[src/rtl/hse_pkg.sv]
// ----------------------------------------------------------------------------
// hse_pkg: shared types and codes for the heap sort engine
// Command codes, datapath op codes, controller/datapath status and the
// result queue entry.
// ----------------------------------------------------------------------------
package hse_pkg;

	// fixed field widths of the stream payload
	localparam int CMD_W     = 2;
	localparam int IDX_W     = 10;
	localparam int DATA_W    = 16;
	localparam int CNT_W     = 11;
	localparam int S_TDATA_W = 32;
	localparam int M_TDATA_W = 16;

	localparam logic [CNT_W-1:0] CNT_RESET = 11'd1024;

	// input commands
	localparam logic [CMD_W-1:0] CMD_WRITE = 2'd0;
	localparam logic [CMD_W-1:0] CMD_READ  = 2'd1;
	localparam logic [CMD_W-1:0] CMD_SORT  = 2'd2;

	// datapath operations issued by the controller
	localparam int OP_W = 5;
	localparam logic [OP_W-1:0] OP_IDLE  = 5'd0;
	localparam logic [OP_W-1:0] OP_WR    = 5'd1;   // host write, push empty result
	localparam logic [OP_W-1:0] OP_NOP   = 5'd2;   // unused command, push empty result
	localparam logic [OP_W-1:0] OP_RD    = 5'd3;   // host read issue
	localparam logic [OP_W-1:0] OP_RDRES = 5'd4;   // push read result
	localparam logic [OP_W-1:0] OP_INIT  = 5'd5;   // load heap bounds
	localparam logic [OP_W-1:0] OP_BEGIN = 5'd6;   // start sift, read node
	localparam logic [OP_W-1:0] OP_LOAD  = 5'd7;   // capture sifted value
	localparam logic [OP_W-1:0] OP_CHK   = 5'd8;   // leaf test, read left child
	localparam logic [OP_W-1:0] OP_CMPL  = 5'd9;   // compare left, read right
	localparam logic [OP_W-1:0] OP_CMPR  = 5'd10;  // compare right
	localparam logic [OP_W-1:0] OP_DEC   = 5'd11;  // move child up or settle
	localparam logic [OP_W-1:0] OP_PDEC  = 5'd12;  // next parent of build phase
	localparam logic [OP_W-1:0] OP_X0    = 5'd13;  // swap: read root
	localparam logic [OP_W-1:0] OP_X1    = 5'd14;  // swap: read end
	localparam logic [OP_W-1:0] OP_X2    = 5'd15;  // swap: write root
	localparam logic [OP_W-1:0] OP_X3    = 5'd16;  // swap: write end, shrink heap
	localparam logic [OP_W-1:0] OP_DONE  = 5'd17;  // push sort result

	typedef struct packed {
		logic [OP_W-1:0] op;
		logic            root;   // sift starts at the root (extraction phase)
	} ctl_cmd_t;

	typedef struct packed {
		logic too_few;   // fewer than two entries to sort
		logic l_out;     // left child beyond heap
		logic r_in;      // right child inside heap
		logic move;      // larger child beats sifted value
		logic par_zero;  // build phase at the root
		logic lim_one;   // last swap of extraction
	} dp_sts_t;

	typedef struct packed {
		logic              done;
		logic [DATA_W-1:0] data;
	} res_t;

endpackage

[src/rtl/hse_ctrl.sv]
// ----------------------------------------------------------------------------
// hse_ctrl: heap sort controller
// Decodes host commands and sequences heap build, sift-down and swap steps
// as datapath operations.
// ----------------------------------------------------------------------------
module hse_ctrl (
	input  logic                      clk,
	input  logic                      arst_n,
	input  logic                      in_valid,
	input  logic [hse_pkg::CMD_W-1:0] cmd,
	input  logic                      room,
	input  hse_pkg::dp_sts_t          sts,
	output logic                      in_ready,
	output hse_pkg::ctl_cmd_t         ctl
);
	import hse_pkg::*;

	localparam logic [3:0] ST_IDLE  = 4'd0;
	localparam logic [3:0] ST_RD    = 4'd1;
	localparam logic [3:0] ST_INIT  = 4'd2;
	localparam logic [3:0] ST_BEGIN = 4'd3;
	localparam logic [3:0] ST_LOAD  = 4'd4;
	localparam logic [3:0] ST_CHK   = 4'd5;
	localparam logic [3:0] ST_CMPL  = 4'd6;
	localparam logic [3:0] ST_CMPR  = 4'd7;
	localparam logic [3:0] ST_DEC   = 4'd8;
	localparam logic [3:0] ST_NEXT  = 4'd9;
	localparam logic [3:0] ST_X0    = 4'd10;
	localparam logic [3:0] ST_X1    = 4'd11;
	localparam logic [3:0] ST_X2    = 4'd12;
	localparam logic [3:0] ST_X3    = 4'd13;
	localparam logic [3:0] ST_DONE  = 4'd14;

	logic [3:0] state_q;
	logic [3:0] state_d;
	logic       phase_q;   // 0 heap build, 1 extraction
	logic       phase_d;
	logic       in_fire;

	assign in_ready = (state_q == ST_IDLE) && room;
	assign in_fire  = in_valid && in_ready;

	always_comb begin
		state_d  = state_q;
		phase_d  = phase_q;
		ctl.op   = OP_IDLE;
		ctl.root = phase_q;
		case (state_q)
			ST_IDLE: begin
				if (in_fire) begin
					case (cmd)
						CMD_WRITE: ctl.op = OP_WR;
						CMD_READ: begin
							ctl.op  = OP_RD;
							state_d = ST_RD;
						end
						CMD_SORT: state_d = ST_INIT;
						default:  ctl.op = OP_NOP;
					endcase
				end
			end
			ST_RD: begin
				ctl.op  = OP_RDRES;
				state_d = ST_IDLE;
			end
			ST_INIT: begin
				ctl.op  = OP_INIT;
				phase_d = 1'b0;
				state_d = sts.too_few ? ST_DONE : ST_BEGIN;
			end
			ST_BEGIN: begin
				ctl.op  = OP_BEGIN;
				state_d = ST_LOAD;
			end
			ST_LOAD: begin
				ctl.op  = OP_LOAD;
				state_d = ST_CHK;
			end
			ST_CHK: begin
				ctl.op  = OP_CHK;
				state_d = sts.l_out ? ST_NEXT : ST_CMPL;
			end
			ST_CMPL: begin
				ctl.op  = OP_CMPL;
				state_d = sts.r_in ? ST_CMPR : ST_DEC;
			end
			ST_CMPR: begin
				ctl.op  = OP_CMPR;
				state_d = ST_DEC;
			end
			ST_DEC: begin
				ctl.op  = OP_DEC;
				state_d = sts.move ? ST_CHK : ST_NEXT;
			end
			ST_NEXT: begin
				if (phase_q) begin
					state_d = ST_X0;
				end else begin
					state_d = ST_BEGIN;
					if (sts.par_zero) begin
						phase_d = 1'b1;
					end else begin
						ctl.op = OP_PDEC;
					end
				end
			end
			ST_X0: begin
				ctl.op  = OP_X0;
				state_d = ST_X1;
			end
			ST_X1: begin
				ctl.op  = OP_X1;
				state_d = ST_X2;
			end
			ST_X2: begin
				ctl.op  = OP_X2;
				state_d = ST_X3;
			end
			ST_X3: begin
				ctl.op  = OP_X3;
				state_d = sts.lim_one ? ST_DONE : ST_BEGIN;
			end
			ST_DONE: begin
				ctl.op  = OP_DONE;
				state_d = ST_IDLE;
			end
			default: state_d = ST_IDLE;
		endcase
	end

	always_ff @(posedge clk or negedge arst_n) begin
		if (!arst_n) begin
			state_q <= ST_IDLE;
			phase_q <= 1'b0;
		end else begin
			state_q <= state_d;
			phase_q <= phase_d;
		end
	end

	a_sort_start: assert property (@(posedge clk) disable iff (!arst_n)
		(in_fire && cmd == CMD_SORT) |=> (state_q == ST_INIT))
		else $error("sort transaction did not start heap build");

	a_swap_phase: assert property (@(posedge clk) disable iff (!arst_n)
		(state_q == ST_X0) |-> phase_q)
		else $error("root swap outside extraction phase");

	a_short_sort: assert property (@(posedge clk) disable iff (!arst_n)
		(state_q == ST_INIT && sts.too_few) |=> (state_q == ST_DONE))
		else $error("short sort did not finish at once");

endmodule

[config.mk]
export PLATFORM = sky130hd
export DESIGN_NAME = hse_ctrl
export DESIGN_NICKNAME = d
export VERILOG_FILES = /design/src/rtl/hse_pkg.sv /design/src/rtl/hse_ctrl.sv
export SDC_FILE = /design/constraint.sdc
export NUM_CORES = 1
export LEC_CHECK = 0
export ABC_AREA = 1
export ABC_CLOCK_PERIOD_IN_PS = 2400
export BUFFER_PORTS_ARGS = -buffer_cell sky130_fd_sc_hd__buf_2
export CORE_UTILIZATION = 30
export DETAILED_ROUTE_END_ITERATION = 10
export PLACE_DENSITY = 0.55
export SYNTH_ARGS = -nofsm -noshare
export SYNTH_HDL_FRONTEND = slang
export SYNTH_SLANG_ARGS = --single-unit
[constraint.sdc]
create_clock -name clk -period 2.4 [get_ports clk]
set_clock_uncertainty 0.1 [all_clocks]
set_input_delay 0.36 -clock clk [delete_from_list [all_inputs] [get_ports clk]]
set_output_delay 0.36 -clock clk [all_outputs]
set_load 0.01 [all_outputs]
* After elaboration in Yosys (flattened, before gate mapping)
Cells that the tools add are included.
Widths: inputs -> output; s select.
** Storage, ports and cells
- Output and inout port bits :: 7
- Bits in registers :: 5
** Operators by class
- Equal/unequal tests :: 18
- Reduce and logical (&&, ||, !) cells :: 6
- Multiplexer cells :: 17
** Operators with widths (count)
- $pmux 5 s15 :: 1
- $pmux 4 s13 :: 1
- $mux 4 :: 9
- $eq 4x4->1 const B :: 7
- $eq 4x3->1 const B :: 4
- $eq 4x2->1 const B :: 2
- $pmux 4 s2 :: 1
- $pmux 2 s3 :: 1
- $eq 4x1->1 const B :: 1
- $logic_not 4->1 :: 1
- $ne 3x1->1 const B :: 1
- $eq 2x1->1 const B :: 1
- $eq 2x2->1 const B :: 1
- $logic_and 1x1->1 :: 2
- $logic_not 2->1 :: 1
- $mux 1 :: 2
- $mux 2 :: 1
- $ne 2x2->1 const B :: 1
- $pmux 1 s2 :: 1
- $reduce_and 2->1 :: 1
- $reduce_bool 2->1 :: 1

* Depth between registers and ports, before layout
Gate-level depths: netlist of run 1.
- Word-level depth :: 5
- Gate-level depth with buffers :: 7
- Depth with buffers taken out :: 6

* Worst setup path after synthesis of run 1
No wires, ideal clock.
- Kind :: flip-flop to output port
- Start :: register state_q[2]
- End :: output ctl[1] in the netlist's numbering
- Cell stages (with the launch flop) :: 7
- Arrival time :: 1.077 ns
- Required time :: 1.940 ns
- Setup slack :: 0.863 ns
- Path through :: dfrtp_1 buf_4 nor2_4 nand2_1 nor3_2 nand2_1 o211ai_1
** RTL lines
- start: declaration :: line hse_ctrl.sv:34 : logic [3:0] state_q;
- start signal: assignment :: line hse_ctrl.sv:136 : state_q <= state_d;
- end: declaration :: line hse_ctrl.sv:14 : output hse_pkg::ctl_cmd_t ctl

==> results of run 1 <==
## placed cells by master, fill, tap and decap left out, drive strengths merged
cell / n
or2: 1
o31ai: 1
nand3: 9
o211ai: 1
a31oi: 1
o22ai: 1
buf: 18
dfrtp: 5
inv: 14
a21boi: 1
a21oi: 6
dlygate4sd3: 1
nand2: 25
clkbuf: 4
nor3: 8
nor2: 16
o21ai: 6
## stage by stage
step | instances | power [mW] | cell area [sq um] | worst slack (ns) | utilization [%]
2_1_floorplan | 98 | 0.539 | 582 | 0.863 | -
3_3_place_gp | 138 | 0.681 | 681 | 0.570 | 38.6
3_5_place_dp | 138 | 0.671 | 681 | 0.594 | 38.6
4_1_cts | 143 | 0.778 | 717 | 0.310 | 40.6
5_1_grt | 143 | 0.847 | 717 | 0.193 | 40.6
6_report | 143 | 0.779 | 717 | 0.317 | 40.6
## flip-flops by register name, indices dropped and copies added, names as in the netlist
| register | count |
|---|---|
| state_q | 4 |
| phase_q | 1 |
## path summary, 6_finish.rpt
| path | from | to | slack [ns] | cells after the start |
|---|---|---|---|---|
| worst max register to register | state_q[0] | phase_q | 0.89 | 4 |
| worst min register to register | phase_q | phase_q | 0.55 | 2 |
| worst min-delay path | sts[2] | state_q[2] | 0.25 | 3 |
| worst max-delay path | state_q[0] | ctl[1] | 0.32 | 6 |
| max in group asynchronous | arst_n | state_q[2] | 1.71 | 2 |
| min in group asynchronous | arst_n | state_q[1] | 0.36 | 2 |
## Yosys cell counts, types with 2 or more instances
library cell and n:
sky130_fd_sc_hd__dfrtp_1 5, sky130_fd_sc_hd__nand3_1 9, sky130_fd_sc_hd__nor2_1 12, sky130_fd_sc_hd__o21ai_0 4, sky130_fd_sc_hd__nor3_1 6, sky130_fd_sc_hd__buf_4 3
sky130_fd_sc_hd__nand2_1 24, sky130_fd_sc_hd__a21oi_1 5, sky130_fd_sc_hd__nor2_4 3, sky130_fd_sc_hd__inv_2 2, sky130_fd_sc_hd__nor3_2 2, sky130_fd_sc_hd__inv_1 12
sky130_fd_sc_hd__o21ai_1 2
## power groups by stage
stage	clock, mW	combinational (mW)	sequential, mW
2_1_floorplan	0	0.394	0.146
5_1_grt	0.108	0.550	0.189
3_3_place_gp	0	0.499	0.183
4_1_cts	0.101	0.496	0.181
3_5_place_dp	0	0.489	0.183
6_report	0.0986	0.497	0.183
## cell type report
type                       count  area (sq um)  area share, %
timing repair buffer          19           100           14.0
multi-input combinational     76           382           53.2
sequential                     5           125           17.5
clock buffer                   4          26.3           3.66
inverter                      14          52.6           7.33
tap                           25          31.3           4.36
## metal layers
metal / wire length, um / GRT usage, % / vias to the layer above
met2: 717 / 23.9 / 22
li1: - / - / 357
met3: 110 / 3.17 / 3
met5: 0 / 0 / -
met1: 711 / 22.2 / 310
met4: 26 / 10.6 / 0
## worst reg2reg max path: stages (launching register included)
cell and delay (ns):
sky130_fd_sc_hd__dfrtp_1 0.49, sky130_fd_sc_hd__inv_2 0.15, sky130_fd_sc_hd__nand2_1 0.16, sky130_fd_sc_hd__o31ai_1 0.29, sky130_fd_sc_hd__a21boi_0 0.17
## cell families after synthesis
logic type,synth area share (%)
and+or+nand+nor,48.6
AOI/OAI and AO/OA,17.0
buffers and inverters,12.9
DFF,21.5
## timing repair
item | CTS | global route
hold buffers | 1 | 0
endpoints found under the hold margin | 5 | 0
setup endpoints to repair | 0 | 0
==> run summary, run 1 <==
Data arrives at the worst endpoint at 1.62 ns. The path type of the worst min-delay path is in -> reg. In this run switching power makes up 54.5% of total power.

After synthesis the netlist holds a flip-flop and latch count of 5. The clock-pin slew on the worst setup and hold paths is 0.04 ns, and the sequential share of power is 23.5%. The die is 46.0 um wide.

The synthesized area per cell is 5.94 sq um, and the critical-path maximum fanout is 6. For this run the aggregate overflow at the end of global routing stands at 0. The number of different library cells used by synthesis comes to 22. The worst setup path is launched from a register. Combinational logic burns 63.9% of the power. The per-cell via count in the routed design was 4.84.

In the routed design, unresolved DRC markers number 0. The number of global-route vias before repair was 567. In this run the cell area of the synthesized design comes to 582 sq um.

Hold timing on the final database bottoms out at a slack of 0.255 ns. The run gives 0 ns as the post-route setup TNS. The max-slew violation count is 0.

The number of endpoints failing setup at the final stage came out at 0. Traced cell by cell, the critical path runs through nor2_2, nand2_1, nor3_2, nand2_1, o211ai_1, buf_2. The first-iteration detailed-routing DRC count was 26; the buffers plus inverters on the worst setup path was 1. The core region area came out at 0.00176 sq mm. The floorplan step set the die height to 46.0 um. The final layout contains 131 nets. The category of cells accounting for the largest share of critical-path delay is simple AND/OR/NAND/NOR gates.

The tools report the max-capacitance violation count as 0. IR analysis of the VDD net gives a maximum drop of 0.338 mV. Number of rows created at floorplan: 15. The number of ports placed on the die boundary was 19. The logs give 16.6% for the total routing usage reported by global routing and 0.869 for the global placement routability congestion.

The synthesis warning total was 0. The largest single stage delay on the critical path is 0.49 ns. Area growth from synthesis to layout: 23.2%.

Synthesized instance count: 98. The post-synthesis cell type with the largest combined area is sky130_fd_sc_hd__dfrtp_1. By area the synthesized netlist is led by sky130_fd_sc_hd__dfrtp_1 22%, sky130_fd_sc_hd__nand2_1 15%, sky130_fd_sc_hd__nand3_1 7.7%, sky130_fd_sc_hd__inv_1 7.7%, sky130_fd_sc_hd__nor2_1 7.7%.

The count of nets left with antenna violations after detail routing was 0. The flow ran to the end, and the final reports show no timing, DRC or antenna violations. In this run the tightest slew margin relative to its limit is 78.1%. Once detailed placement completed, the half-perimeter wirelength came to 1280 um.

The number of setup buffers added after CTS is 0. The overall die area was 0.00212 sq mm; the level count of the clock H-tree was 1. Setup repair after global routing left no endpoint under its margin. For the number of hold violations in the final report, the log shows 0. Predominant post-synthesis flop cell: sky130_fd_sc_hd__dfrtp_1.

The tree built by TritonCTS fans out to 5 sinks. The logs give 3 for the number of buffers created by CTS and 1.94 ns for the required time of the worst setup path. For the worst-skew pair, the clock arrives at the later sink with an insertion delay of 0.25 ns. Dividing total power by cell area gives a power density of 1090 mW/mm^2. Counting every net in the synthesized netlist gives 110.

After synthesis, flip-flops and latches occupy 21.5% of the total area. The initial utilization of the core area, before any placement, comes to 33.0%. Number of antenna violations at the first check in global routing: 0. On the critical path, the stage with the largest delay is an instance of sky130_fd_sc_hd__dfrtp_1. The first global-routing pass estimated 2390 um of wire.

The repair_antennas step left the layout with diodes totalling 0. The clock root buffer was sky130_fd_sc_hd__clkbuf_4. Detailed routing inserted a total of 692 vias. The clock passes through at most 2 buffers. The clock group share of total power was 12.7%; the number of iterations in the first detailed-routing pass was 4.

For this design the static power due to leakage is 0.381 nW. The cell that appears most often on the critical path is sky130_fd_sc_hd__nand2_1. The fraction of post-synthesis cell area in the top cell type by area is 21.5%, and the share of post-route cells with drive strength above 1 is 27.1%.

Mean routed wirelength per cell: 10.9 um. The share of the clock period used by the worst path is 86.8%. Derived from the worst setup path, the maximum achievable clock frequency is 480 MHz. The layout has 201 filler cells. STA classifies the critical path endpoint as a primary output. TritonCTS built the clock tree. The worst setup path is of the reg -> out kind. The number of buffer cells added on primary ports came out at 18.

Routed wire length: 1570 um. In this run, synthesis inferred 0 flip-flops with an integrated enable. The shortest period the worst path allows is 2.08 ns.

After clock tree synthesis, the repair step resized 0 gates. After synthesis, the share of flip-flops with an asynchronous set or reset is 100%. The tools report the maximum number of pins on one net before global-route repair as 9. The internal power is 0.354 mW, and the measured slew at the worst slew-check pin is 0.328 ns. For this design the total switching power over the nets is 0.425 mW.
(Power assumes the default switching activity.)
==> run 2, diff against run 1 <==
CTS_BUF_LIST = sky130_fd_sc_hd__clkbuf_4 sky130_fd_sc_hd__clkbuf_8 sky130_fd_sc_hd__clkbuf_16   (was unset)
==> run 2 against run 1 <==
  * Sequential power barely moved
  * Maximum frequency is 0.48% higher
  * Worst setup slack better by 0.0099 ns
  * Hold slack improved by 0.0013 ns
  * Critical endpoint unchanged
==> run summary, run 2 (same netlist as run 1, synthesis figures left out) <==
The run finished with clean final reports. Summing all multi-input logic gate instances after layout gives 382 sq um. Cells with a size suffix above 1 make up 28.0% of the layout. Setup repair after global routing left no endpoint under its margin. The run gives 0 as the number of hold violations in the final report.

The detail route stage leaves a number of antenna-violating nets equal to 0. In this run the critical register-to-register path is launched from state_q[0]. Along the worst path, the maximum fanout reaches 6. The core region is 0.00176 sq mm.

In the final timing run, aggregate negative setup slack is 0 ns. Gates resized during post-CTS repair numbered 0. The horizontal die dimension was 46.0 um. The min-delay analysis places its worst path in the category in -> reg. The first global-routing pass estimated 2360 um of wire. Across the VDD grid, the largest voltage drop is 0.356 mV. The smallest clock period supported by the final layout is computed as 2.07 ns. In this run the most critical hold path is launched from sts[2]. For this run the aggregate overflow at the end of global routing stands at 0. Combinational logic burns 62.9% of the power.

The analysis attributes to cell leakage a power of 0.385 nW. Entering global routing, the biggest net connects 9 pins. Using the TritonRoute via totals, the vias-per-cell ratio works out to 4.86.

The net switching fraction of the power was 53.5%; the number of rows created at floorplan was 15. The area growth from synthesis to layout is 23.9%. The run gives 0 as the count of buffers added by post-CTS timing repair for setup. The first routing iteration left 26 violations. Of the total power, the clock network draws 13.9%. STA puts the critical path data arrival time at 1.61 ns. The clock root buffer was sky130_fd_sc_hd__clkbuf_4.

The tools report the endpoint kind of the worst setup timing path as a primary output. The setup path with the least slack is of type reg -> out. 0 antenna diodes ended up in the layout.

Summing all flip-flop and latch instances after layout gives 125 sq um. The largest registers in the layout are state_q x4, phase_q x1. Leaving out fill and tap cells, the most frequent cells in the layout are 24 x sky130_fd_sc_hd__nand2_1, 18 x sky130_fd_sc_hd__buf_2, 12 x sky130_fd_sc_hd__inv_1, 12 x sky130_fd_sc_hd__nor2_1, 9 x sky130_fd_sc_hd__nand3_1. The register with the most flip-flops in the layout has 4 of them. The global placement routability congestion is 0.869, and the fmax is 482 MHz. Counting the fill cells in the layout gives 201.

The level count of the clock H-tree was 1; the power per cell area was 1090 mW/mm^2. For this run, the post-layout net count is 131. STA classifies the critical path startpoint as a register. The floorplan step defined a die boundary enclosing 0.00212 sq mm. Buffers placed on the I/O ports in this run total 18. In the final routed layout, each cell accounts on average for 10.8 um. The floorplan die height is 46.0 um. Summed over all nets, the switching power comes to 0.421 mW.

The design draws 0.786 mW. In this run, flip-flops and latches consume 23.3% of the power. The run gives 0 as the number of antenna violations at the first check in global routing. No sink is reached through more buffers than the 2 on the longest clock path. The largest register by flop count was state_q.

Setup violations remaining at the end of the flow were counted as 0. The max-capacitance violation count is 0, and the internal power is 0.365 mW. For this block, the routed nets add up to 1540 um of wire. The post-DP HPWL is 1280 um. The most common cell after layout, fill and taps aside is sky130_fd_sc_hd__nand2_1.

TritonCTS built the clock tree. The clock-pin slew on the worst setup and hold paths is 0.04 ns, and the clock net sink count is 5. The origin of the worst setup path was state_q[0]. The logs give 1 for the number of hold buffers added after CTS and 556 for the number of global-route vias before repair. For the worst setup path, the data required time is 1.94 ns.

At the pin with the least slew margin, the transition time is 0.326 ns. For this configuration, the core starts out at a cell density of 33.0%. At the later pin of the worst-skew pair, clock insertion delay measures 0.25 ns.

The share of the clock period used by the worst path came out at 86.4%. The number of ports placed on the die boundary is 19. The run gives 4 as the number of iterations in the first detailed-routing pass. The worst slack on hold paths was 0.256 ns; the total routing usage reported by global routing was 16.3%. In the routed design, unresolved DRC markers number 0. The max-slew violation count is 0.

Normalized max-slew margin: 78.3%. Number of buffers created by CTS: 3. The routed layout has 695 vias.
==> run 2: changes by cell type in the layout (fill, tap and decap cells not counted) <==
cell | previous run | this run
sky130_fd_sc_hd__clkbuf_1 | 1 | 0
sky130_fd_sc_hd__clkbuf_4 | 3 | 4
==> run 2: area by class of cell <==
| class | count | area share [%] |
|---|---|---|
| multi-input cells | 76 | 53.0 |
| flip-flops and latches | 5 | 17.4 |
| repair buffers | 19 | 13.9 |
| inverters | 14 | 7.29 |
| well taps | 25 | 4.34 |
| clock buffers | 4 | 4.17 |
==> run 2: metal layers <==
| metal | global-route usage, % | share of wire [%] |
|---|---|---|
| met2 | 23.1 | 45 |
| met4 | 10.6 | 2.3 |
| met5 | 0 | 0 |
| met1 | 22.2 | 45 |
| met3 | 3.17 | 7.9 |
==> run 2: per-stage QoR <==
step / instances / utilization [%] / cell area (sq um) / setup slack (ns)
final: 143 / 40.9 / 721 / 0.327
after global routing: 143 / 40.9 / 721 / 0.192
after CTS: 143 / 40.9 / 721 / 0.309
after detailed placement: 138 / 38.6 / 681 / 0.594
after global placement: 138 / 38.6 / 681 / 0.570
after floorplan: 98 / - / 582 / 0.863
==> run 2: path summary, 6_finish.rpt <==
| path | endpoint | slack, ns | cells after the start |
|---|---|---|---|
| hold reg to reg | phase_q | 0.56 | 2 |
| setup reg to reg | phase_q | 0.89 | 4 |
| hold / removal | state_q[2] | 0.26 | 3 |
| setup / recovery | ctl[1] | 0.33 | 6 |
| min in group asynchronous | state_q[1] | 0.36 | 2 |
| max in group asynchronous | state_q[2] | 1.71 | 2 |
==> run 2: worst max-delay path: stages (launching register included) <==
cell,delay [ns]
sky130_fd_sc_hd__dfrtp_1,0.48
sky130_fd_sc_hd__nor2_2,0.25
sky130_fd_sc_hd__nand2_1,0.14
sky130_fd_sc_hd__nor3_2,0.16
sky130_fd_sc_hd__nand2_1,0.08
sky130_fd_sc_hd__o211ai_1,0.08
sky130_fd_sc_hd__buf_2,0.16
==> run 2: power groups by stage <==
stage                     Sequential [mW]  Clock [mW]  Combinational (mW)
final                               0.183       0.109               0.494
after global routing                0.189       0.120               0.547
after CTS                           0.181       0.113               0.493
after detailed placement            0.183           0               0.489
after global placement              0.183           0               0.499
after floorplan                     0.146           0               0.394
