File: src/rtl/hse_pkg.sv
// ----------------------------------------------------------------------------
// hse_pkg: shared types and codes for the heap sort engine
// Command codes, datapath op codes, controller/datapath status and the
// result queue entry.
// ----------------------------------------------------------------------------
package hse_pkg;

	// fixed field widths of the stream payload
	localparam int CMD_W     = 2;
	localparam int IDX_W     = 10;
	localparam int DATA_W    = 16;
	localparam int CNT_W     = 11;
	localparam int S_TDATA_W = 32;
	localparam int M_TDATA_W = 16;

	localparam logic [CNT_W-1:0] CNT_RESET = 11'd1024;

	// input commands
	localparam logic [CMD_W-1:0] CMD_WRITE = 2'd0;
	localparam logic [CMD_W-1:0] CMD_READ  = 2'd1;
	localparam logic [CMD_W-1:0] CMD_SORT  = 2'd2;

	// datapath operations issued by the controller
	localparam int OP_W = 5;
	localparam logic [OP_W-1:0] OP_IDLE  = 5'd0;
	localparam logic [OP_W-1:0] OP_WR    = 5'd1;   // host write, push empty result
	localparam logic [OP_W-1:0] OP_NOP   = 5'd2;   // unused command, push empty result
	localparam logic [OP_W-1:0] OP_RD    = 5'd3;   // host read issue
	localparam logic [OP_W-1:0] OP_RDRES = 5'd4;   // push read result
	localparam logic [OP_W-1:0] OP_INIT  = 5'd5;   // load heap bounds
	localparam logic [OP_W-1:0] OP_BEGIN = 5'd6;   // start sift, read node
	localparam logic [OP_W-1:0] OP_LOAD  = 5'd7;   // capture sifted value
	localparam logic [OP_W-1:0] OP_CHK   = 5'd8;   // leaf test, read left child
	localparam logic [OP_W-1:0] OP_CMPL  = 5'd9;   // compare left, read right
	localparam logic [OP_W-1:0] OP_CMPR  = 5'd10;  // compare right
	localparam logic [OP_W-1:0] OP_DEC   = 5'd11;  // move child up or settle
	localparam logic [OP_W-1:0] OP_PDEC  = 5'd12;  // next parent of build phase
	localparam logic [OP_W-1:0] OP_X0    = 5'd13;  // swap: read root
	localparam logic [OP_W-1:0] OP_X1    = 5'd14;  // swap: read end
	localparam logic [OP_W-1:0] OP_X2    = 5'd15;  // swap: write root
	localparam logic [OP_W-1:0] OP_X3    = 5'd16;  // swap: write end, shrink heap
	localparam logic [OP_W-1:0] OP_DONE  = 5'd17;  // push sort result

	typedef struct packed {
		logic [OP_W-1:0] op;
		logic            root;   // sift starts at the root (extraction phase)
	} ctl_cmd_t;

	typedef struct packed {
		logic too_few;   // fewer than two entries to sort
		logic l_out;     // left child beyond heap
		logic r_in;      // right child inside heap
		logic move;      // larger child beats sifted value
		logic par_zero;  // build phase at the root
		logic lim_one;   // last swap of extraction
	} dp_sts_t;

	typedef struct packed {
		logic              done;
		logic [DATA_W-1:0] data;
	} res_t;

endpackage

File: src/rtl/hse_outq.sv
// ----------------------------------------------------------------------------
// hse_outq: two-entry result queue
// Decouples the result stream from the engine so a new transaction can be
// taken while an earlier result is still waiting.
// ----------------------------------------------------------------------------
module hse_outq (
	input  logic          clk,
	input  logic          arst_n,
	input  logic          push,
	input  hse_pkg::res_t push_res,
	output logic          room,
	output logic          out_valid,
	input  logic          out_ready,
	output hse_pkg::res_t out_res
);
	import hse_pkg::*;

	res_t       ent_q [2];
	logic       head_q;
	logic [1:0] cnt_q;
	logic       pop;
	logic       tail;

	assign pop       = out_valid & out_ready;
	assign out_valid = (cnt_q != 2'd0);
	assign room      = (cnt_q != 2'd2);
	assign out_res   = ent_q[head_q];
	assign tail      = head_q ^ cnt_q[0];

	always_ff @(posedge clk) begin
		if (push) begin
			ent_q[tail] <= push_res;
		end
	end

	always_ff @(posedge clk or negedge arst_n) begin
		if (!arst_n) begin
			head_q <= 1'b0;
			cnt_q  <= 2'd0;
		end else begin
			if (pop) begin
				head_q <= ~head_q;
			end
			if (push && !pop) begin
				cnt_q <= cnt_q + 2'd1;
			end else if (pop && !push) begin
				cnt_q <= cnt_q - 2'd1;
			end
		end
	end

	a_no_overflow: assert property (@(posedge clk) disable iff (!arst_n)
		push |-> (cnt_q != 2'd2))
		else $error("result pushed into full queue");

	a_cnt_range: assert property (@(posedge clk) disable iff (!arst_n)
		cnt_q != 2'd3)
		else $error("result queue count out of range");

	a_pop_count: assert property (@(posedge clk) disable iff (!arst_n)
		(pop && !push) |=> (cnt_q == $past(cnt_q) - 2'd1))
		else $error("result queue count not decremented on pop");

endmodule

File: config.mk
export PLATFORM = sky130hd
export DESIGN_NAME = hse_outq
export DESIGN_NICKNAME = d
export VERILOG_FILES = /design/src/rtl/hse_pkg.sv /design/src/rtl/hse_outq.sv
export SDC_FILE = /design/constraint.sdc
export NUM_CORES = 1
export LEC_CHECK = 0
export BUFFER_PORTS_ARGS = -buffer_cell sky130_fd_sc_hd__buf_2
export CAP_MARGIN = 15
export CORE_ASPECT_RATIO = 1.5
export CORE_MARGIN = 2
export CORE_UTILIZATION = 40
export CTS_CLUSTER_SIZE = 12
export DETAILED_ROUTE_END_ITERATION = 10
export GPL_TIMING_DRIVEN = 0
export PLACE_DENSITY = 0.73
export SYNTH_ARGS = -nofsm -noshare
export SYNTH_HDL_FRONTEND = slang
export SYNTH_SLANG_ARGS = --single-unit
File: constraint.sdc
create_clock -name clk -period 2.8 [get_ports clk]
set_clock_uncertainty 0.2 [all_clocks]
set_input_delay 0.42 -clock clk [delete_from_list [all_inputs] [get_ports clk]]
set_output_delay 0.42 -clock clk [all_outputs]
set_load 0.02 [all_outputs]
# Word-level counts from Yosys, hierarchy flattened
# Memories as Yosys holds them, arrays and structs flattened.
# Index checks and enable logic that the tools add are counted.
# W data, S select, Z words.
# totals
in_bits	21
output_inout_bits	19
ramBits	34
reg_bits	3
memories	1
elab_cells	19
# classes
n_bitwise	3
muxes	4
eq_ne	1
addsub	2
n_reduce_logical	6
# memory_table
memory	depth	width	read_ports	rd_clocked_by_memory_dff	write_ports	line	rtl
ent_q	2	17	1	0	1	hse_outq.sv:18	res_t ent_q [2];
# op_table
cell	count
$mux W2	2
$reduce_bool A2 Y1	2
$add A2 B1 Y2 const B	1
$logic_and A1 B1 Y1	2
$logic_not A1 Y1	2
$mux W1	2
$ne A2 B2 Y1 const B	1
$sub A2 B1 Y2 const B	1
$and A1 B1 Y1	1
$not A1 Y1	1
$xor A1 B1 Y1	1

# Logic depth before layout (Yosys ltp)
# Gate-level depths: netlist (run 1).
# depth
depth_word	5
ltp_mapped	6
mapped_depth_nobuf	6

# Worst setup path before layout (run 1)
# No wires, ideal clock.
# synth_timing
path_type	reg-to-reg
start	reg head_q
end	mem ent_q[0][0] (netlist name) (enable)
stages_incl_launch_ff	4
arrival_ps	1406
synth_period_minus_slack_ps	1997
slack_ps	803
cell_sequence	dfrtp_1 > buf_6 > xor2_1 > nor2_1
# synth_via
elab_chain_cells	1
# synth_lines
item	line	rtl
from (decl)	hse_outq.sv:19	logic head_q;
from (signal assigned)	hse_outq.sv:42	head_q <= ~head_q;
$xor A1 B1 Y1	hse_outq.sv:28	assign tail = head_q ^ cnt_q[0];
to (decl)	hse_outq.sv:18	
# Every way passes these cells.

# Final worst setup path (run 1)
# layout_timing
start	reg head_q
end	mem ent_q[0][13] (netlist name) (enable)
# The elaborated chain is that of the path after synthesis.

==> results.env, run 1 <==
CLK_LATENCY_NS=0.28
POST_CTS_RESIZE_COUNT=0
TIGHTEST_SLEW_NS=0.8150
VIAS_IN_THE_FIRST_GLOBAL_ROUTE=777
CP.ARRIVAL_NS=1.87
PATH_CELLS='buf_6, xor2_1, nor2_1, buf_6'
TIMING.MAX_CAP.VIOLATIONS=0
DRTPASS1ITERATIONS=3
AREAGROWTHSYNTHTOFINISH_PCT=24.81
FINAL-MAX-SLEW-VIOLATION-COUNT=0
DR_TOTAL_VIAS=757
ANTENNADIODECOUNT=0
GRT_UTIL_ALL_LAYERS_PCT=12.53
IO_PINS=40
FIN_NETS=139
CTSROOTBUFFERMASTER='sky130_fd_sc_hd__clkbuf_8'
DIE_W_UM=53.12
SETUP_VIOLATIONS=0
WORST_SLEW_MARGIN_REL_PCT=45.46
YOSYS_TOP_CELL_BY_AREA='sky130_fd_sc_hd__edfxtp_1'
NUMPORTBUFFERS=39
POSTSYNTHCELLCOUNT=69
SYNTH-MAIN-FF-CELL='sky130_fd_sc_hd__edfxtp_1'
FINAL.FILL_COUNT=292
DRIVE_ABOVE_1_SHARE_PCT=56.78
TRITONCTS='yes'
CP_DOMINANT_CELL_BY_COUNT='sky130_fd_sc_hd__buf_6'
TOTAL_NEGATIVE_SETUP_SLACK_NS=0
PLACEDCELLCOUNT=151
SYNTH_TOP_CELLS_BY_AREA='sky130_fd_sc_hd__edfxtp_1, sky130_fd_sc_hd__mux2_4, sky130_fd_sc_hd__mux2_2'
SYN_AREA_UM2=1448
VIA_PER_INST=4.731
SYNTH.TOP_CELLS.BY_COUNT='sky130_fd_sc_hd__edfxtp_1, sky130_fd_sc_hd__mux2_4, sky130_fd_sc_hd__mux2_2'
FMAX_MHz=481.6
POWERDENSITY_nW_PER_UM2=1192
SYNTH_WARNINGS=0
CRITICAL_PATH.STARTPOINT_TYPE='flop'
GRT_REMAINING_OVERFLOW=0
DIE_AREA_UM2=4126
SYNTH_ENABLE_FLOP_CELLS=34
HOLD_PATH.CLASS='in2reg'
GRT_ANTENNA_BEFORE_REPAIR=0
GLOBAL_ROUTE_WIRE_LENGTH_BEFORE_REPAIR_MM=3.477
RESULT_OF_THE_RUN='completed'
CRITICAL_PATH_PEAK_FANOUT=10
SYNTH-SEQ-CELLS=37
FINAL_CELL_COUNT_NO_FILL=160
CP.REQUIRED_NS=2.59
PLACEABLECOREAREA_UM2=3448
FINALWORSTPATHREQUIREDPERIOD_NS=2.076
FINAL_MIN_PERIOD_OVER_CLOCK_PERIOD_PCT=74.15
CTS_BUFFERS=5
CP_SLOWEST_CELL='sky130_fd_sc_hd__nor2_1'
CRITICAL_PATH.MAX_STAGE_DELAY_NS=0.63
START_UTIL_PCT=41.98
FINISH.INSTANCE_AREA_UM2=1807
DPL_CELL_AREA_UM2=1707
POSTROUTEANTENNANETS=0
YS_TYPES=15
TIMING.FINAL.HOLD_VIOLATIONS=0
MAPPEDNETLISTNETS=91
DRTITER0DRC=11
SYNTH.AVG_CELL_AREA_UM2=20.98
CTS.SINK_COUNT=37
CORE.ROWCOUNT=26
CRITICAL_PATH.ENDPOINT_TYPE='flop'
SHARE_OF_THE_SYNTHESIZED_AREA_IN_THE_TOP_CELL_TYPE_PCT=70.53
HOLD_SLACK_NS=0.1244
GRT_SETUP_UNREPAIRED='false'
DIE_H_UM=77.68
CTS_MAX_LEVEL=2
DETAIL_ROUTE.WL_PER_CELL_UM=14.55
IR_WORST_VDD_uV=557.1
LEAKAGEPOWER_nW=0.7288
YOSYSSEQAREASHARE_PCT=75.71
CTS.PATH.MAX_BUFFERS=2
WORSTSETUPPATHTYPE='reg2reg'
POST-SYNTH-TOP-COUNT-CELL='sky130_fd_sc_hd__edfxtp_1'
ROUTE.DETAILED.DRC=0
FINALPOWER_mW=2.154
DETAILED_PLACE_HPWL_MM=1.728
CLK_PIN_SLEW_NS=0.06
PIN_COUNT_OF_THE_BIGGEST_NET_ENTERING_GLOBAL_ROUTING=18
ROUTED_WIRELENGTH_MM=2.328
GPL.FINAL_WEIGHTED_CONGESTION=0.6160
SYNTH_ASYNC_SR_FLOP_SHARE_PCT=8.108
kinds of logic after synthesis:
kind of cell	count (synthesis)	share of synthesized area, %
xor gates and xnor gates	5	3.026
adders and majority gates	1	0.8642
buffers and inverters	3	2.420
DFF	37	75.71
muxes	17	15.56
and+or+nand+nor	6	2.421
through the flow:
step | util, % | setup WS, ns
after CTS | 52.39 | 0.6917
after global routing | 52.39 | 0.5825
after floorplan | - | 0.8034
after detailed placement | 49.49 | 0.7100
final | 52.39 | 0.7237
after global placement | 49.17 | 0.4316
sequential cells by signal, indices dropped and copies added (netlist names):
signal,flops
cnt_q,2
ent_q,34
head_q,1
path summary, 6_finish.rpt:
path,slack (ns),endpoint,cells after the start,start
max in group asynchronous,2.02,cnt_q[0],2,arst_n
min reg2reg,0.33,cnt_q[1],1,cnt_q[1]
min,0.12,ent_q[1][4],1,push_res[4]
min in group asynchronous,0.27,head_q,2,arst_n
max,0.72,ent_q[0][13],4,head_q
max reg2reg,0.72,ent_q[0][13],4,head_q
cells in the final DEF, fill, tap and decap left out, types with 2 or more instances in the layout:
cell,Yosys,final
sky130_fd_sc_hd__dfrtp_1,3,3
sky130_fd_sc_hd__mux2_4,9,9
sky130_fd_sc_hd__edfxtp_1,34,34
sky130_fd_sc_hd__buf_6,1,2
sky130_fd_sc_hd__nor2_1,2,2
sky130_fd_sc_hd__clkbuf_1,0,2
sky130_fd_sc_hd__mux2_2,8,8
sky130_fd_sc_hd__clkbuf_8,0,6
sky130_fd_sc_hd__buf_2,0,39
sky130_fd_sc_hd__xnor2_1,2,2
sky130_fd_sc_hd__xor2_1,3,3
critical path, delay by kind of cell (launching register included):
kind,cells,cell delay [ns]
xor+xnor,1,0.17
flops,1,0.38
buf+inv,2,0.41
simple gates,1,0.63
routing by layer:
layer	global-route usage (%)	vias to the layer above	routed length, µm
li1	-	354	-
met1	10.51	367	752
met2	23.38	31	1384
met3	4.038	5	131
met4	7.692	0	59
met5	0	-	0
report_power, final:
group / leakage (nW) / total [mW] / switching [mW] / internal, mW
Clock: 0.0455 / 0.361 / 0.161 / 0.200
Sequential: 0.354 / 0.902 / 0.0616 / 0.840
Combinational: 0.329 / 0.891 / 0.495 / 0.396
final cells by class:
class                      instances  area, µm²  area share, %
clock buffer                       8      90.09          4.986
sequential                        37       1096          60.66
multi-input combinational         29      316.6          17.52
inverter                           1      3.754         0.2078
timing repair buffer              41      216.5          11.98
buffer                             2      31.28          1.731
tap                               42      52.55          2.909
what timing repair did:
action                     in CTS  in global routing
setup endpoints to repair       0                  0
hold buffers                    1                  0
setup buffers                   0                  0
hold endpoints to repair        3                  0
(Power assumes the default switching activity.)
==> run 2: changes to the inputs <==
ABC_AREA = 1   (was default)
PLACE_DENSITY = 0.75   (was 0.73)
clock period = 1.9 ns   (was 2.8 ns; I/O delays follow)
==> run 2 against run 1 <==
First-iteration DRC count is 73% higher. Synthesized cell count increased by 65%. Clock power is 80% higher. Non-clock buffer count grew 16. Sequential share of layout area is 5.2 points lower. Die area down 0.89%. Routed wire length up 13%. Final cell count grew 38%. Count of clock-buffer cells in the layout fell by 3. Sequential cell count stayed put. Worst setup slack worse by 0.60 ns. Largest power group unchanged. Synthesized area shrank 0.95%.
==> results.env, run 2 <==
FINAL-MAX-SLEW-VIOLATION-COUNT=0  # unchanged
CP.REQUIRED_NS=1.41  # was 2.59 ns
YS_TYPES=16  # was 15
HOLD_SLACK_NS=0.05281  # was 0.1244 ns
PLACEABLECOREAREA_UM2=3416  # was 3448 µm²
HOLD_PATH.CLASS='in2reg'  # unchanged
CTS_MAX_LEVEL=2  # unchanged
RESULT_OF_THE_RUN='completed'  # unchanged
FINALWORSTPATHREQUIREDPERIOD_NS=1.778
DETAILED_PLACE_HPWL_MM=1.760  # was 1.728 mm
MAPPEDNETLISTNETS=136  # was 91
CP_SLOWEST_CELL='sky130_fd_sc_hd__dfrtp_1'  # was sky130_fd_sc_hd__nor2_1
TIMING.FINAL.HOLD_VIOLATIONS=0  # unchanged
YOSYSSEQAREASHARE_PCT=76.44  # was 75.71%
SYNTH.TOP_CELLS.BY_COUNT='sky130_fd_sc_hd__nand2_1, sky130_fd_sc_hd__edfxtp_1, sky130_fd_sc_hd__inv_1'  # was sky130_fd_sc_hd__edfxtp_1, sky130_fd_sc_hd__mux2_4, sky130_fd_sc_hd__mux2_2
DR_TOTAL_VIAS=974  # was 757
KIND_OF_CELL_ADDING_THE_MOST_DELAY_TO_THE_CRITICAL_PATH='buffers and inverters'  # was simple AND/OR/NAND/NOR gates
IO_PINS=40  # unchanged
POWERDENSITY_nW_PER_UM2=1648  # was 1192 nW/µm²
REG_TOP3='ent_q: 34 flops, cnt_q: 2 flops, head_q: 1 flops'  # unchanged
DRTPASS1ITERATIONS=4  # was 3
LARGEST_REGISTER_FFS=34  # unchanged
CTSROOTBUFFERMASTER='sky130_fd_sc_hd__clkbuf_8'  # unchanged
FINAL_COMMON_CELL='sky130_fd_sc_hd__nand2_1'  # was sky130_fd_sc_hd__buf_2
FINAL_CELL_MIX='sky130_fd_sc_hd__nand2_1, sky130_fd_sc_hd__buf_2, sky130_fd_sc_hd__edfxtp_1'  # was sky130_fd_sc_hd__buf_2, sky130_fd_sc_hd__edfxtp_1, sky130_fd_sc_hd__mux2_4
POST-ROUTE-WORST-SETUP-SLACK_NS=0.1220  # was 0.7237 ns
DETAIL_ROUTE.WL_PER_CELL_UM=11.97  # was 14.55 µm
SYN_AREA_UM2=1434  # was 1448 µm²
GLOBAL_ROUTE_WIRE_LENGTH_BEFORE_REPAIR_MM=4.271  # was 3.477 mm
SYNTH_TOP_CELLS_BY_AREA='sky130_fd_sc_hd__edfxtp_1, sky130_fd_sc_hd__nand2_1, sky130_fd_sc_hd__dfrtp_1'  # was sky130_fd_sc_hd__edfxtp_1, sky130_fd_sc_hd__mux2_4, sky130_fd_sc_hd__mux2_2
FINAL_MIN_PERIOD_OVER_CLOCK_PERIOD_PCT=93.58
SYNTH_ENABLE_FLOP_CELLS=34  # unchanged
ROUTED_WIRELENGTH_MM=2.634  # was 2.328 mm
FINALPOWER_mW=3.255  # was 2.154 mW
CORE.ROWCOUNT=26  # unchanged
POST-SYNTH-TOP-COUNT-CELL='sky130_fd_sc_hd__nand2_1'  # was sky130_fd_sc_hd__edfxtp_1
DIE_AREA_UM2=4090  # was 4126 µm²
AREAGROWTHSYNTHTOFINISH_PCT=37.78  # was 24.81%
GRT_SETUP_UNREPAIRED='false'  # unchanged
CLK_LATENCY_NS=0.28  # about the same
TIMING.MAX_CAP.VIOLATIONS=0  # unchanged
SYNTH-MAIN-FF-CELL='sky130_fd_sc_hd__edfxtp_1'  # unchanged
PLACE_WORST_SETUP_SLACK_NS=-0.1166  # was 0.7100 ns
DRIVE_ABOVE_1_SHARE_PCT=30.34  # was 56.78%
PATH_CELLS='buf_6, buf_4, nand2_1, nand2_1, buf_2'  # was buf_6, xor2_1, nor2_1, buf_6
TOP_REGISTER='ent_q'  # unchanged
SETUP_VIOLATIONS=0  # unchanged
CTS.PATH.MAX_BUFFERS=2  # unchanged
PLACEDCELLCOUNT=195  # was 151
REGTOREGSETUPSLACK_NS=0.13  # was 0.72 ns
VIA_PER_INST=4.427  # was 4.731
DRTITER0DRC=19  # was 11
SYNTH_WARNINGS=0  # unchanged
ROUTE.DETAILED.DRC=0  # unchanged
PIN_COUNT_OF_THE_BIGGEST_NET_ENTERING_GLOBAL_ROUTING=18  # unchanged
CRITICAL_PATH.MAX_STAGE_DELAY_NS=0.39  # was 0.63 ns
START_UTIL_PCT=41.98  # about the same
LEAKAGEPOWER_nW=0.8763  # was 0.7288 nW
GRT_UTIL_ALL_LAYERS_PCT=14.70  # was 12.53%
SYNTH_ASYNC_SR_FLOP_SHARE_PCT=8.108  # unchanged
TIGHTEST_SLEW_NS=0.5066  # was 0.8150 ns
CP_DOMINANT_CELL_BY_COUNT='sky130_fd_sc_hd__nand2_1'  # was sky130_fd_sc_hd__buf_6
CP.ARRIVAL_NS=1.29  # was 1.87 ns
WORSTSETUPPATHTYPE='reg2out'  # was reg2reg
GRT_ANTENNA_BEFORE_REPAIR=0  # unchanged
DIE_W_UM=52.89  # was 53.12 µm
POSTROUTEANTENNANETS=0  # unchanged
SYNTH.AVG_CELL_AREA_UM2=12.58  # was 20.98 µm²
VIAS_IN_THE_FIRST_GLOBAL_ROUTE=1028  # was 777
POSTSYNTHCELLCOUNT=114  # was 69
ANTENNADIODECOUNT=0  # unchanged
FIN_NETS=199  # was 139
CTS.SINK_COUNT=37  # unchanged
IR_WORST_VDD_uV=917.5  # was 557.1 µV
GRT_REMAINING_OVERFLOW=0  # unchanged
FMAX_MHz=562.4
SYNTH-SEQ-CELLS=37  # unchanged
CRITICAL_PATH.N_BUFFERS_INVERTERS=3  # was 2
WORST_SLEW_MARGIN_REL_PCT=66.14  # was 45.46%
CTS_BUFFERS=5  # unchanged
SHARE_OF_THE_SYNTHESIZED_AREA_IN_THE_TOP_CELL_TYPE_PCT=71.20  # was 70.53%
CRITICAL_PATH.STARTPOINT_TYPE='flop'  # unchanged
YOSYS_TOP_CELL_BY_AREA='sky130_fd_sc_hd__edfxtp_1'  # unchanged
GPL.FINAL_WEIGHTED_CONGESTION=0.6646  # was 0.6160
CLK_PIN_SLEW_NS=0.07  # was 0.06 ns
CRITICAL_PATH.ENDPOINT_TYPE='output pin'  # was flop
FINAL_CELL_COUNT_NO_FILL=220  # was 160
TRITONCTS='yes'  # unchanged
DIE_H_UM=77.33  # was 77.68 µm
POSTLAYOUTCOREUTIL_PCT=57.84  # was 52.39%
CRITICAL_PATH_PEAK_FANOUT=10  # unchanged
NUMPORTBUFFERS=39  # unchanged
[run 2: changes by cell type after synthesis, moves of 2 or more]
cell | before | now
sky130_fd_sc_hd__xor2_1 | 3 | 0
sky130_fd_sc_hd__inv_1 | 1 | 4
sky130_fd_sc_hd__mux2_4 | 9 | 0
sky130_fd_sc_hd__nand2_1 | 0 | 59
sky130_fd_sc_hd__nand3_1 | 0 | 2
sky130_fd_sc_hd__mux2_2 | 8 | 0
sky130_fd_sc_hd__inv_2 | 0 | 2
[run 2: area by class of cell]
type | instances | area, µm²
Clock inverter | 3 | 41.29
Inverter | 6 | 22.52
Buffer | 2 | 18.77
Sequential cell | 37 | 1096
Tap cell | 42 | 52.55
Multi-Input combinational cell | 68 | 300.3
Timing Repair Buffer | 57 | 375.4
Clock buffer | 5 | 68.82
Fill cell | 297 | 1440
[run 2: final timing paths]
kind	from	to	depth (start not counted)
hold / removal	out_ready	head_q	3
min in group asynchronous	arst_n	cnt_q[0]	2
hold reg to reg	cnt_q[1]	cnt_q[1]	2
max in group asynchronous	arst_n	head_q	2
setup reg to reg	head_q	ent_q[1][12]	3
setup / recovery	head_q	out_res[4]	5
[run 2: power breakdown]
group | total [mW] | switching [mW] | internal, mW
sequential | 1.33 | 0.0959 | 1.23
combinational | 1.28 | 0.876 | 0.405
clock | 0.648 | 0.263 | 0.386
[run 2: kinds of logic after synthesis]
| kind of cell | count (synthesis) | synth area share [%] |
|---|---|---|
| xor+xnor | 2 | 1.746 |
| fa+ha+maj | 1 | 0.8725 |
| buf+inv | 9 | 3.228 |
| flops | 37 | 76.44 |
| simple gates | 65 | 17.71 |
[run 2: stage by stage]
step / cell area [µm²] / TNS [ns]
global placement: 1684 / -1.633
detailed placement: 1684 / -3.494
finish: 1976 / 0
floorplan: 1436 / 0
global route: 1976 / 0
CTS: 1981 / 0
[run 2: repair_timing]
item,CTS,global route
setup buffers,0,0
hold endpoints to repair,37,0
gates resized for setup,2,0
hold buffers,18,0
endpoints found under the setup margin,34,10
[run 2: worst reg2reg max path: stages, from the launching register on]
cell and delay [ns]:
sky130_fd_sc_hd__dfrtp_1 0.41, sky130_fd_sc_hd__buf_6 0.16, sky130_fd_sc_hd__xor2_2 0.22, sky130_fd_sc_hd__and2_2 0.44
[run 2: per-layer routing]
layer	track usage (%)	wire, µm	vias to the layer above
li1	-	-	498
met1	14.84	997	445
met2	25.12	1461	22
met3	5.000	97	9
met4	8.462	78	0
met5	0	0	-
